### config.mk
export PLATFORM = sky130hd
export DESIGN_NAME = led_blink_controller_flat
export DESIGN_NICKNAME = d
export VERILOG_FILES = /design/src/rtl/lbc_pkg.sv /design/src/rtl/lbc_req_if.sv /design/src/rtl/lbc_rsp_if.sv /design/src/rtl/led_blink_controller.sv /design/src/flat_wrapper.sv
export SDC_FILE = /design/constraint.sdc
export NUM_CORES = 1
export LEC_CHECK = 0
export BUFFER_PORTS_ARGS = -buffer_cell sky130_fd_sc_hd__buf_4
export CAP_MARGIN = 20
export CELL_PAD_IN_SITES_DETAIL_PLACEMENT = 0
export CELL_PAD_IN_SITES_GLOBAL_PLACEMENT = 1
export CORE_UTILIZATION = 37
export CTS_CLUSTER_SIZE = 8
export DETAILED_ROUTE_END_ITERATION = 8
export PLACE_DENSITY = 0.77
export SKIP_CTS_REPAIR_TIMING = 1
export SYNTH_ARGS = -nofsm -noshare
export SYNTH_HDL_FRONTEND = slang
export SYNTH_SLANG_ARGS = --single-unit
### constraint.sdc
create_clock -name clk_i -period 4.4 [get_ports clk_i]
set_input_delay 0.88 -clock clk_i [delete_from_list [all_inputs] [get_ports clk_i]]
set_output_delay 0.88 -clock clk_i [all_outputs]
set_load 0.02 [all_outputs]
### src/rtl/lbc_pkg.sv
// ----------------------------------------------------------------------------
// LED blink controller package
// Shared types, codes and sizing constants for the blink controller.
// ----------------------------------------------------------------------------
`default_nettype none

package lbc_pkg;

  localparam int unsigned LevelBitsDefault = 8;
  localparam int unsigned DelayBitsDefault = 16;

  localparam int unsigned CmdWidth   = 2;
  localparam int unsigned LevelWidth = 8;
  localparam int unsigned CfgWidth   = 16;

  typedef enum logic [CmdWidth-1:0] {
    CMD_TICK      = 2'd0,
    CMD_SET_LEVEL = 2'd1,
    CMD_FLASH_ON  = 2'd2,
    CMD_FLASH_OFF = 2'd3
  } lbc_cmd_e;

  typedef enum logic [0:0] {
    CFG_ON_TIME  = 1'b0,
    CFG_OFF_TIME = 1'b1
  } lbc_cfg_e;

  typedef struct packed {
    lbc_cmd_e              cmd;
    logic [LevelWidth-1:0] level;
  } lbc_req_t;

  typedef struct packed {
    logic [LevelWidth-1:0] led_level;
    logic                  flashing;
  } lbc_rsp_t;

endpackage

`default_nettype wire

### src/rtl/lbc_req_if.sv
// ----------------------------------------------------------------------------
// LED blink controller request channel
// Valid/ready channel carrying commands and brightness levels.
// ----------------------------------------------------------------------------
`default_nettype none

interface lbc_req_if;
  logic              valid;
  logic              ready;
  lbc_pkg::lbc_req_t payload;

  modport source (output valid, output payload, input ready);
  modport sink   (input valid, input payload, output ready);
endinterface

`default_nettype wire

### src/rtl/lbc_rsp_if.sv
// ----------------------------------------------------------------------------
// LED blink controller response channel
// Valid/ready channel carrying the LED level and the blink status.
// ----------------------------------------------------------------------------
`default_nettype none

interface lbc_rsp_if;
  logic              valid;
  logic              ready;
  lbc_pkg::lbc_rsp_t payload;

  modport source (output valid, output payload, input ready);
  modport sink   (input valid, input payload, output ready);
endinterface

`default_nettype wire

### src/rtl/led_blink_controller.sv
// ----------------------------------------------------------------------------
// LED blink controller
// Millisecond-tick driven LED brightness and blink sequencer.
//
// Usage:
//   req_i carries one request per handshake: a tick, a brightness write,
//   flash on or flash off. Each accepted request yields exactly one
//   response on rsp_o with the LED level and the blink flag after the
//   update, in request order.
//   The state updates at the accepting edge and the response is registered
//   in the output buffer. Throughput is one request per cycle while the
//   output buffer is not full.
//   A two-entry output buffer holds responses; req_i.ready drops only
//   when both entries are full, so a stalled receiver back-pressures the
//   request side after two pending responses.
//   The user writes on/off times through cfg_we_i/cfg_idx_i/cfg_data_i
//   only while no request is in flight; the block does not enforce it.
//   Reset clears all levels, the countdown, the blink flag, the times and
//   the output buffer; the block accepts requests right after reset.
// ----------------------------------------------------------------------------
`default_nettype none

module led_blink_controller #(
  parameter int unsigned LEVEL_BITS = lbc_pkg::LevelBitsDefault,
  parameter int unsigned DELAY_BITS = lbc_pkg::DelayBitsDefault
) (
  input  wire logic                          clk_i,
  input  wire logic                          rst_ni,
  input  wire logic                          cfg_we_i,
  input  wire lbc_pkg::lbc_cfg_e             cfg_idx_i,
  input  wire logic [lbc_pkg::CfgWidth-1:0]  cfg_data_i,
  lbc_req_if.sink                            req_i,
  lbc_rsp_if.source                          rsp_o
);

  localparam logic [LEVEL_BITS-1:0] LevelFull = {LEVEL_BITS{1'b1}};
  localparam logic [DELAY_BITS-1:0] DelayOne  = DELAY_BITS'(1);

  logic [DELAY_BITS-1:0] on_time_q, off_time_q;
  logic [LEVEL_BITS-1:0] cur_q, cur_d, steady_q, steady_d, blink_q, blink_d;
  logic                  active_q, active_d;
  logic [DELAY_BITS-1:0] ticks_q, ticks_d;

  logic [31:0]           cfg_wide;
  logic [15:0]           lvl_in_wide, lvl_out_wide;
  logic [LEVEL_BITS-1:0] lvl_in;
  logic                  push, pop;
  lbc_pkg::lbc_rsp_t     rsp_new;

  logic                  o_valid_q, s_valid_q;
  lbc_pkg::lbc_rsp_t     o_data_q, s_data_q;

  assign cfg_wide    = 32'(cfg_data_i);
  assign lvl_in_wide = 16'(req_i.payload.level);
  assign lvl_in      = lvl_in_wide[LEVEL_BITS-1:0];

  always_ff @(posedge clk_i or negedge rst_ni) begin
    if (!rst_ni) begin
      on_time_q  <= '0;
      off_time_q <= '0;
    end else if (cfg_we_i) begin
      unique case (cfg_idx_i)
        lbc_pkg::CFG_ON_TIME:  on_time_q  <= cfg_wide[DELAY_BITS-1:0];
        lbc_pkg::CFG_OFF_TIME: off_time_q <= cfg_wide[DELAY_BITS-1:0];
        default: ;
      endcase
    end
  end

  assign push        = req_i.valid && req_i.ready;
  assign pop         = o_valid_q && rsp_o.ready;
  assign req_i.ready = !s_valid_q;

  always_comb begin
    cur_d    = cur_q;
    steady_d = steady_q;
    blink_d  = blink_q;
    active_d = active_q;
    ticks_d  = ticks_q;
    unique case (req_i.payload.cmd)
      lbc_pkg::CMD_TICK: begin
        if (active_q) begin
          if (ticks_q > DelayOne) begin
            ticks_d = ticks_q - DelayOne;
          end else if (on_time_q == '0 || off_time_q == '0) begin
            active_d = 1'b0;
            cur_d    = steady_q;
            ticks_d  = '0;
          end else if (cur_q == '0) begin
            cur_d   = blink_q;
            ticks_d = on_time_q;
          end else begin
            if (cur_q != blink_q) begin
              steady_d = cur_q;
              blink_d  = cur_q;
            end
            cur_d   = '0;
            ticks_d = off_time_q;
          end
        end
      end
      lbc_pkg::CMD_SET_LEVEL: begin
        cur_d = lvl_in;
      end
      lbc_pkg::CMD_FLASH_ON: begin
        if (!active_q) begin
          steady_d = cur_q;
          blink_d  = (cur_q == '0) ? LevelFull : cur_q;
          active_d = 1'b1;
          ticks_d  = DelayOne;
        end
      end
      lbc_pkg::CMD_FLASH_OFF: begin
        if (active_q) begin
          active_d = 1'b0;
          ticks_d  = '0;
          cur_d    = steady_q;
        end
      end
      default: ;
    endcase
  end

  assign lvl_out_wide      = 16'(cur_d);
  assign rsp_new.led_level = lvl_out_wide[lbc_pkg::LevelWidth-1:0];
  assign rsp_new.flashing  = active_d;

  always_ff @(posedge clk_i or negedge rst_ni) begin
    if (!rst_ni) begin
      cur_q    <= '0;
      steady_q <= '0;
      blink_q  <= '0;
      active_q <= 1'b0;
      ticks_q  <= '0;
    end else if (push) begin
      cur_q    <= cur_d;
      steady_q <= steady_d;
      blink_q  <= blink_d;
      active_q <= active_d;
      ticks_q  <= ticks_d;
    end
  end

  always_ff @(posedge clk_i or negedge rst_ni) begin
    if (!rst_ni) begin
      o_valid_q <= 1'b0;
      s_valid_q <= 1'b0;
    end else if (pop) begin
      if (s_valid_q) begin
        s_valid_q <= 1'b0;
      end else begin
        o_valid_q <= push;
      end
    end else if (push) begin
      if (o_valid_q) begin
        s_valid_q <= 1'b1;
      end else begin
        o_valid_q <= 1'b1;
      end
    end
  end

  always_ff @(posedge clk_i) begin
    if (pop) begin
      if (s_valid_q) begin
        o_data_q <= s_data_q;
      end else if (push) begin
        o_data_q <= rsp_new;
      end
    end else if (push) begin
      if (o_valid_q) begin
        s_data_q <= rsp_new;
      end else begin
        o_data_q <= rsp_new;
      end
    end
  end

  assign rsp_o.valid   = o_valid_q;
  assign rsp_o.payload = o_data_q;

endmodule

`default_nettype wire
### src/flat_wrapper.sv
// flat-port wrapper written by rule: the top's interface ports become plain ports
module led_blink_controller_flat 
#(
  parameter int unsigned LEVEL_BITS = lbc_pkg::LevelBitsDefault,
  parameter int unsigned DELAY_BITS = lbc_pkg::DelayBitsDefault
)
  (clk_i, rst_ni, cfg_we_i, cfg_idx_i, cfg_data_i, req_i_valid, req_i_payload, req_i_ready, rsp_o_valid, rsp_o_payload, rsp_o_ready);
  lbc_req_if req_i_i ();
  lbc_rsp_if rsp_o_i ();
  input  wire logic clk_i;
  input  wire logic rst_ni;
  input  wire logic cfg_we_i;
  input  wire lbc_pkg::lbc_cfg_e cfg_idx_i;
  input  wire logic [lbc_pkg::CfgWidth-1:0] cfg_data_i;
  input wire logic [$bits(req_i_i.valid)-1:0] req_i_valid;
  input wire logic [$bits(req_i_i.payload)-1:0] req_i_payload;
  output wire logic [$bits(req_i_i.ready)-1:0] req_i_ready;
  output wire logic [$bits(rsp_o_i.valid)-1:0] rsp_o_valid;
  output wire logic [$bits(rsp_o_i.payload)-1:0] rsp_o_payload;
  input wire logic [$bits(rsp_o_i.ready)-1:0] rsp_o_ready;
  assign req_i_i.valid = req_i_valid;
  assign req_i_i.payload = req_i_payload;
  assign req_i_ready = req_i_i.ready;
  assign rsp_o_valid = rsp_o_i.valid;
  assign rsp_o_payload = rsp_o_i.payload;
  assign rsp_o_i.ready = rsp_o_ready;
  led_blink_controller #(.LEVEL_BITS(LEVEL_BITS), .DELAY_BITS(DELAY_BITS)) u_core (.clk_i(clk_i), .rst_ni(rst_ni), .cfg_we_i(cfg_we_i), .cfg_idx_i(cfg_idx_i), .cfg_data_i(cfg_data_i), .req_i(req_i_i), .rsp_o(rsp_o_i));
endmodule
# == Word level (Yosys, flattened, before mapping) ==
# Index checks and enable logic that the tools add are counted.
# op_classes
magnitude_cmp,1
eq_ne,13
bitwise_logic,2
mux,37
addsub,1
reduce_logical,22
# op_table
cell,n
$mux 16,6
$mux 8,12
$pmux 16 s3,1
$mux 9,5
$logic_not 16->1,2
$pmux 8 s2,2
$pmux 8 s3,1
$gt 16x1->1 const B,1
$sub 16x1->16 const B,1
$ne 2x2->1 const B,5
$mux 1,9
$logic_not 8->1,1
$ne 2x1->1 const B,4
$ne 8x8->1,1
$reduce_and 2->1,4
$reduce_and 8->1,1
$reduce_bool 2->1,4
$reduce_and 7->1,1
$reduce_and 3->1,2
$reduce_and 5->1,1
$eq 2x2->1 const B,2
$pmux 1 s3,1
$reduce_bool 3->1,1
$eq 2x1->1 const B,1
other kinds (5),7
# word_totals
elab_cells,89
output_inout_bits,11
input_bits,32
regBits,93

# == Longest topological paths before layout ==
# logic_depth
ltp_word,9
depth_mapped,9
mapped_depth_nobuf,7

# == Least setup slack after synthesis ==
# Ideal clock, no wire load.
# synth_timing
path_type,in2reg
startpoint,in req_i_payload[9]
endpoint,"reg u_core.o_data_q (netlist bit u_core.rsp_o.payload[8]), data pin"
stages,5
setup_time_ns,0.273
required_ns,4.127
path_slack_ns,1.969
t_arrival_ns,2.158
path_buffers,2
cell_sequence,clkbuf_1 buf_1 a31oi_1 a2111oi_0 o31ai_1
# synth_via
elab_chain_cells,5
word_cells_on_any_way,9
classes_between,eq/ne (2); mux (6); reduce/logical (1)
# synth_rtl
element,line,source
from (decl),flat_wrapper.sv:16,input wire logic [$bits(req_i_i.payload)-1:0] req_i_payload;
$eq 2x2->1 (tied with other cells),led_blink_controller.sv:80,unique case (req_i.payload.cmd)
$pmux 8 s3 (*),led_blink_controller.sv:80,
$mux 9 (on tied branches),"led_blink_controller.sv:171, led_blink_controller.sv:167",
$mux 9 (on tied branches),"led_blink_controller.sv:170, led_blink_controller.sv:165",
$mux 9 (*),led_blink_controller.sv:164,if (pop) begin
to (signal assigned),led_blink_controller.sv:166,o_data_q <= s_data_q;
to (signal assigned),led_blink_controller.sv:168,o_data_q <= rsp_new;
to (signal assigned),led_blink_controller.sv:174,o_data_q <= rsp_new;
to (decl),led_blink_controller.sv:51,"lbc_pkg::lbc_rsp_t o_data_q, s_data_q;"
# Mark *: on every way between the ends. The rest lies on a longest branch, timed or not. The select of a mux whose other input is x is not followed.
# A chain may end at the register's enable or synchronous reset.

# == Worst setup path in the final report ==
# layout_timing
startpoint,reg u_core.ticks_q[7]
endpoint,"reg u_core.o_data_q (netlist bit u_core.rsp_o.payload[8]), data pin"
# layout_via
elab_chain_cells,7
word_cells_on_any_way,9
classes_between,order compare (1); mux (8)
# layout_rtl
element,line,source
from (decl),led_blink_controller.sv:42,"logic [DELAY_BITS-1:0] ticks_q, ticks_d;"
from (signal assigned),led_blink_controller.sv:140,ticks_q <= ticks_d;
$gt 16x1->1 (*),led_blink_controller.sv:83,if (ticks_q > DelayOne) begin
$mux 8 (*),led_blink_controller.sv:83,
$mux 8 (*),led_blink_controller.sv:82,if (active_q) begin
$pmux 8 s3 (*),led_blink_controller.sv:80,
$mux 9 (on tied branches),"led_blink_controller.sv:171, led_blink_controller.sv:167",
$mux 9 (on tied branches),"led_blink_controller.sv:170, led_blink_controller.sv:165",
$mux 9 (*),led_blink_controller.sv:164,
# Marks and branches as above.

==> summary.txt <==
Finish
  • Area of the multi-input gates: 2684 µm²
  • Sequential Area: 2417 µm²
  • Non-Filler Instances: 734
  • Post-route cell area: 6050 µm²
  • Layout fillers: 1379
  • Area growth from synthesis to layout: 13.28%
  • Nets@finish: approximately 580
  • Layout cells sized above 1: 22.02%
  • ANT cells: 0

Logic synthesis
  • Yosys Warn Count: 0
  • Ranking of synthesized cells by area: dfrtp_1, edfxtp_1, mux2_2
  • Count leader, synth: dfrtp_1
  • Cell area after synthesis: around 5300 µm²
  • Syn_area_per_cell: 10.08 µm²
  • Sequential share of the synthesized area: 45.27%
  • Number of synthesized flops with an enable pin: 18
  • Commonest cells in the netlist: dfrtp_1, nor2_1, mux2_2
  • Synthesized flop and latch total: 93
  • Fraction of registers with async set/reset: 80.65%
  • Synth top area share: 35.15%
  • Cell variety after synth: 55
  • Synth Flop Type: dfrtp_1
  • Net Count, Synth: ~560
  • Mapped Cells: 530
  • Area leader, netlist: dfrtp_1

Worst setup path
  • Critical path origin: u_core.ticks_q[7]
  • Setup crit start kind: flop
  • Required time of the critical path: 4480 ps
  • CP Capture Type: flop
  • Crit path DAT: ~3500 ps
  • Crit path kind: flop to flop
  • Crit-path max FO: 14
  • Reg2reg start: u_core.ticks_q[7]

Global routing
  • Global-route wire length before repair: 22210 µm
  • GRT overflow: 0
  • Largest net degree at the start of global routing: 76
  • Initial antenna violation count: 0
  • Overall routing resource usage: between 10% and 20%
  • Vias in the first global route: 4113

Timing
  • Final period util: 77.21%
  • Max-slew violations: 0
  • RSZ-0062 raised after global routing: false
  • Min Tclk post-route: 3397 ps
  • Setup TNS: 0 ps
  • Final setup vio count: 0
  • Worst Tran Pin Value: about 960 ps
  • Worst Skew: 7.412 ps
  • Max Clock Freq: 294.4 MHz
  • Hold slack final: 528.4 ps
  • Slew headroom: approximately 36%
  • Final Hold Fails: 0

Drt
  • Initial DRC Count: 316
  • Via count: 4297
  • Avg Vias per Cell: between 5 and 6
  • Routed Antenna Nets: 0
  • DR pass1 iterations: 5
  • Final wirelength: 13400 µm
  • DRC Markers: 0
  • Avg WL per Cell: 18.25 µm

Floorplan
  • Initial core utilization: about two fifths
  • Die Y: 122.1 µm
  • Die X: ~120 µm
  • Std-Cell Rows: between 40 and 50
  • I/O pin cnt: 43
  • Die footprint: about 15000 µm²
  • Core area: 13990 µm²

Clock tree
  • Clk root buf: clkbuf_16
  • TritonCTS clock tree: built
  • Clk slew on worst S/H paths: 70 ps
  • Total CTS buffers: 9
  • CTS Buffer Depth: 2
  • Sink Count: 93
  • Worst skew pair latency: 350 ps
  • H-tree Lvls: 3

Placement
  • Post-DP Area: 5751 µm²
  • DP HPWL: 9702 µm
  • Gpl congestion: 0.8492
  • Placed Instances: 717
  • Buffers on Ports: between 40 and 50

Run status
  • Status: completed

Pwr
  • Leakage Power: 2.595 nW
  • Cell Pwr Density: approximately 690 nW/µm²
  • Worst vdd ir: around 0.28 mV

Worst hold path
  • Worst min-delay path startpoint: u_core.ticks_q[14]
  • Hold crit path type: flop to flop

Run
  • Max-cap violations: 0
[logic make-up (layout without fill, tap and decap cells)]
family | after synthesis | after routing | share of synthesized area (%)
compound gates | 147 | 147 | 17.97
simple gates | 143 | 143 | 14.83
flops | 93 | 93 | 45.27
mux | 72 | 72 | 14.69
buf+inv | 59 | 83 | 4.475
xor+xnor | 14 | 14 | 2.296
fa+ha+maj | 2 | 2 | 0.4685
[where the power goes]
group,switching (mW),internal [mW],leakage (nW)
clock,0.336,0.387,0.134
sequential,0.312,1.18,1.10
combinational,1.10,0.867,1.36
[per-layer routing]
metal / up-vias / part of all wire [%] / GRT usage, %
met5: - / 0 / 0
met1: 2100 / 49 / 28.69
met2: 141 / 43 / 26.87
met3: 18 / 6.6 / 4.026
met4: 0 / 1.9 / 7.698
li1: 2038 / - / -
[final timing paths]
check | depth (start not counted) | slack (ps) | end
max | 5 | 1000 | u_core.rsp_o.payload[8]
min | 1 | 530 | u_core.ticks_q[14]
max reg2reg | 5 | 1000 | u_core.rsp_o.payload[8]
min reg2reg | 1 | 530 | u_core.ticks_q[14]
max in group asynchronous | 1 | 3100 | u_core.cur_q[2]
min in group asynchronous | 1 | 670 | u_core.off_time_q[5]
[flip-flops by register name, summed over array words and instances (netlist names)]
register	flops
u_core.steady_q	8
u_core.ticks_q	16
u_core.s_data_q	9
u_core.rsp_o.payload	9
u_core.cur_q	8
u_core.off_time_q	16
u_core.active_q	1
u_core.s_valid_q	1
u_core.blink_q	8
u_core.rsp_o.valid	1
u_core.on_time_q	16
[per-stage QoR]
step           setup slack, ps  util [%]  power (mW)
2_1_floorplan             1969         -       2.929
3_3_place_gp              1212     41.11       3.388
3_5_place_dp              1098     41.11       3.418
4_1_cts                   1076     43.05       4.161
5_1_grt                  770.0     43.25       4.506
6_report                  1003     43.25       4.187
[layout by cell type, fill, tap and decap left out, drive strengths merged, types with 3 or more instances in the layout]
cell type	count
edfxtp	18
o31ai	8
nor4	30
nand3	4
a31oi	12
o2bb2ai	5
a21oi	38
mux2	45
o211ai	3
or2	4
xnor2	4
a22o	8
clkbuf	10
a21boi	7
inv	23
nor2	46
mux2i	27
nor2b	3
a21o	9
o21ai	10
buf	48
nand2b	5
nor3	9
nand2	20
nand4	4
or4	5
o22ai	32
a211oi	4
xor2	10
dfrtp	75
and4	3
[critical path: stages, from the launching register on]
cell and delay (ps):
dfrtp_1 420, or4_1 670, nor4_4 530, nand3_1 580, a2111oi_0 800, o31ai_1 120
[area by class of cell]
class	instances	area share (%)
multi-input cells	378	44.36
flip-flops and latches	93	39.96
repair buffers	48	6.287
clock buffers	10	3.785
well taps	180	3.723
inverters	19	1.179
clock inverters	6	0.7032
No activity file was read; power rests on OpenSTA's default activity.
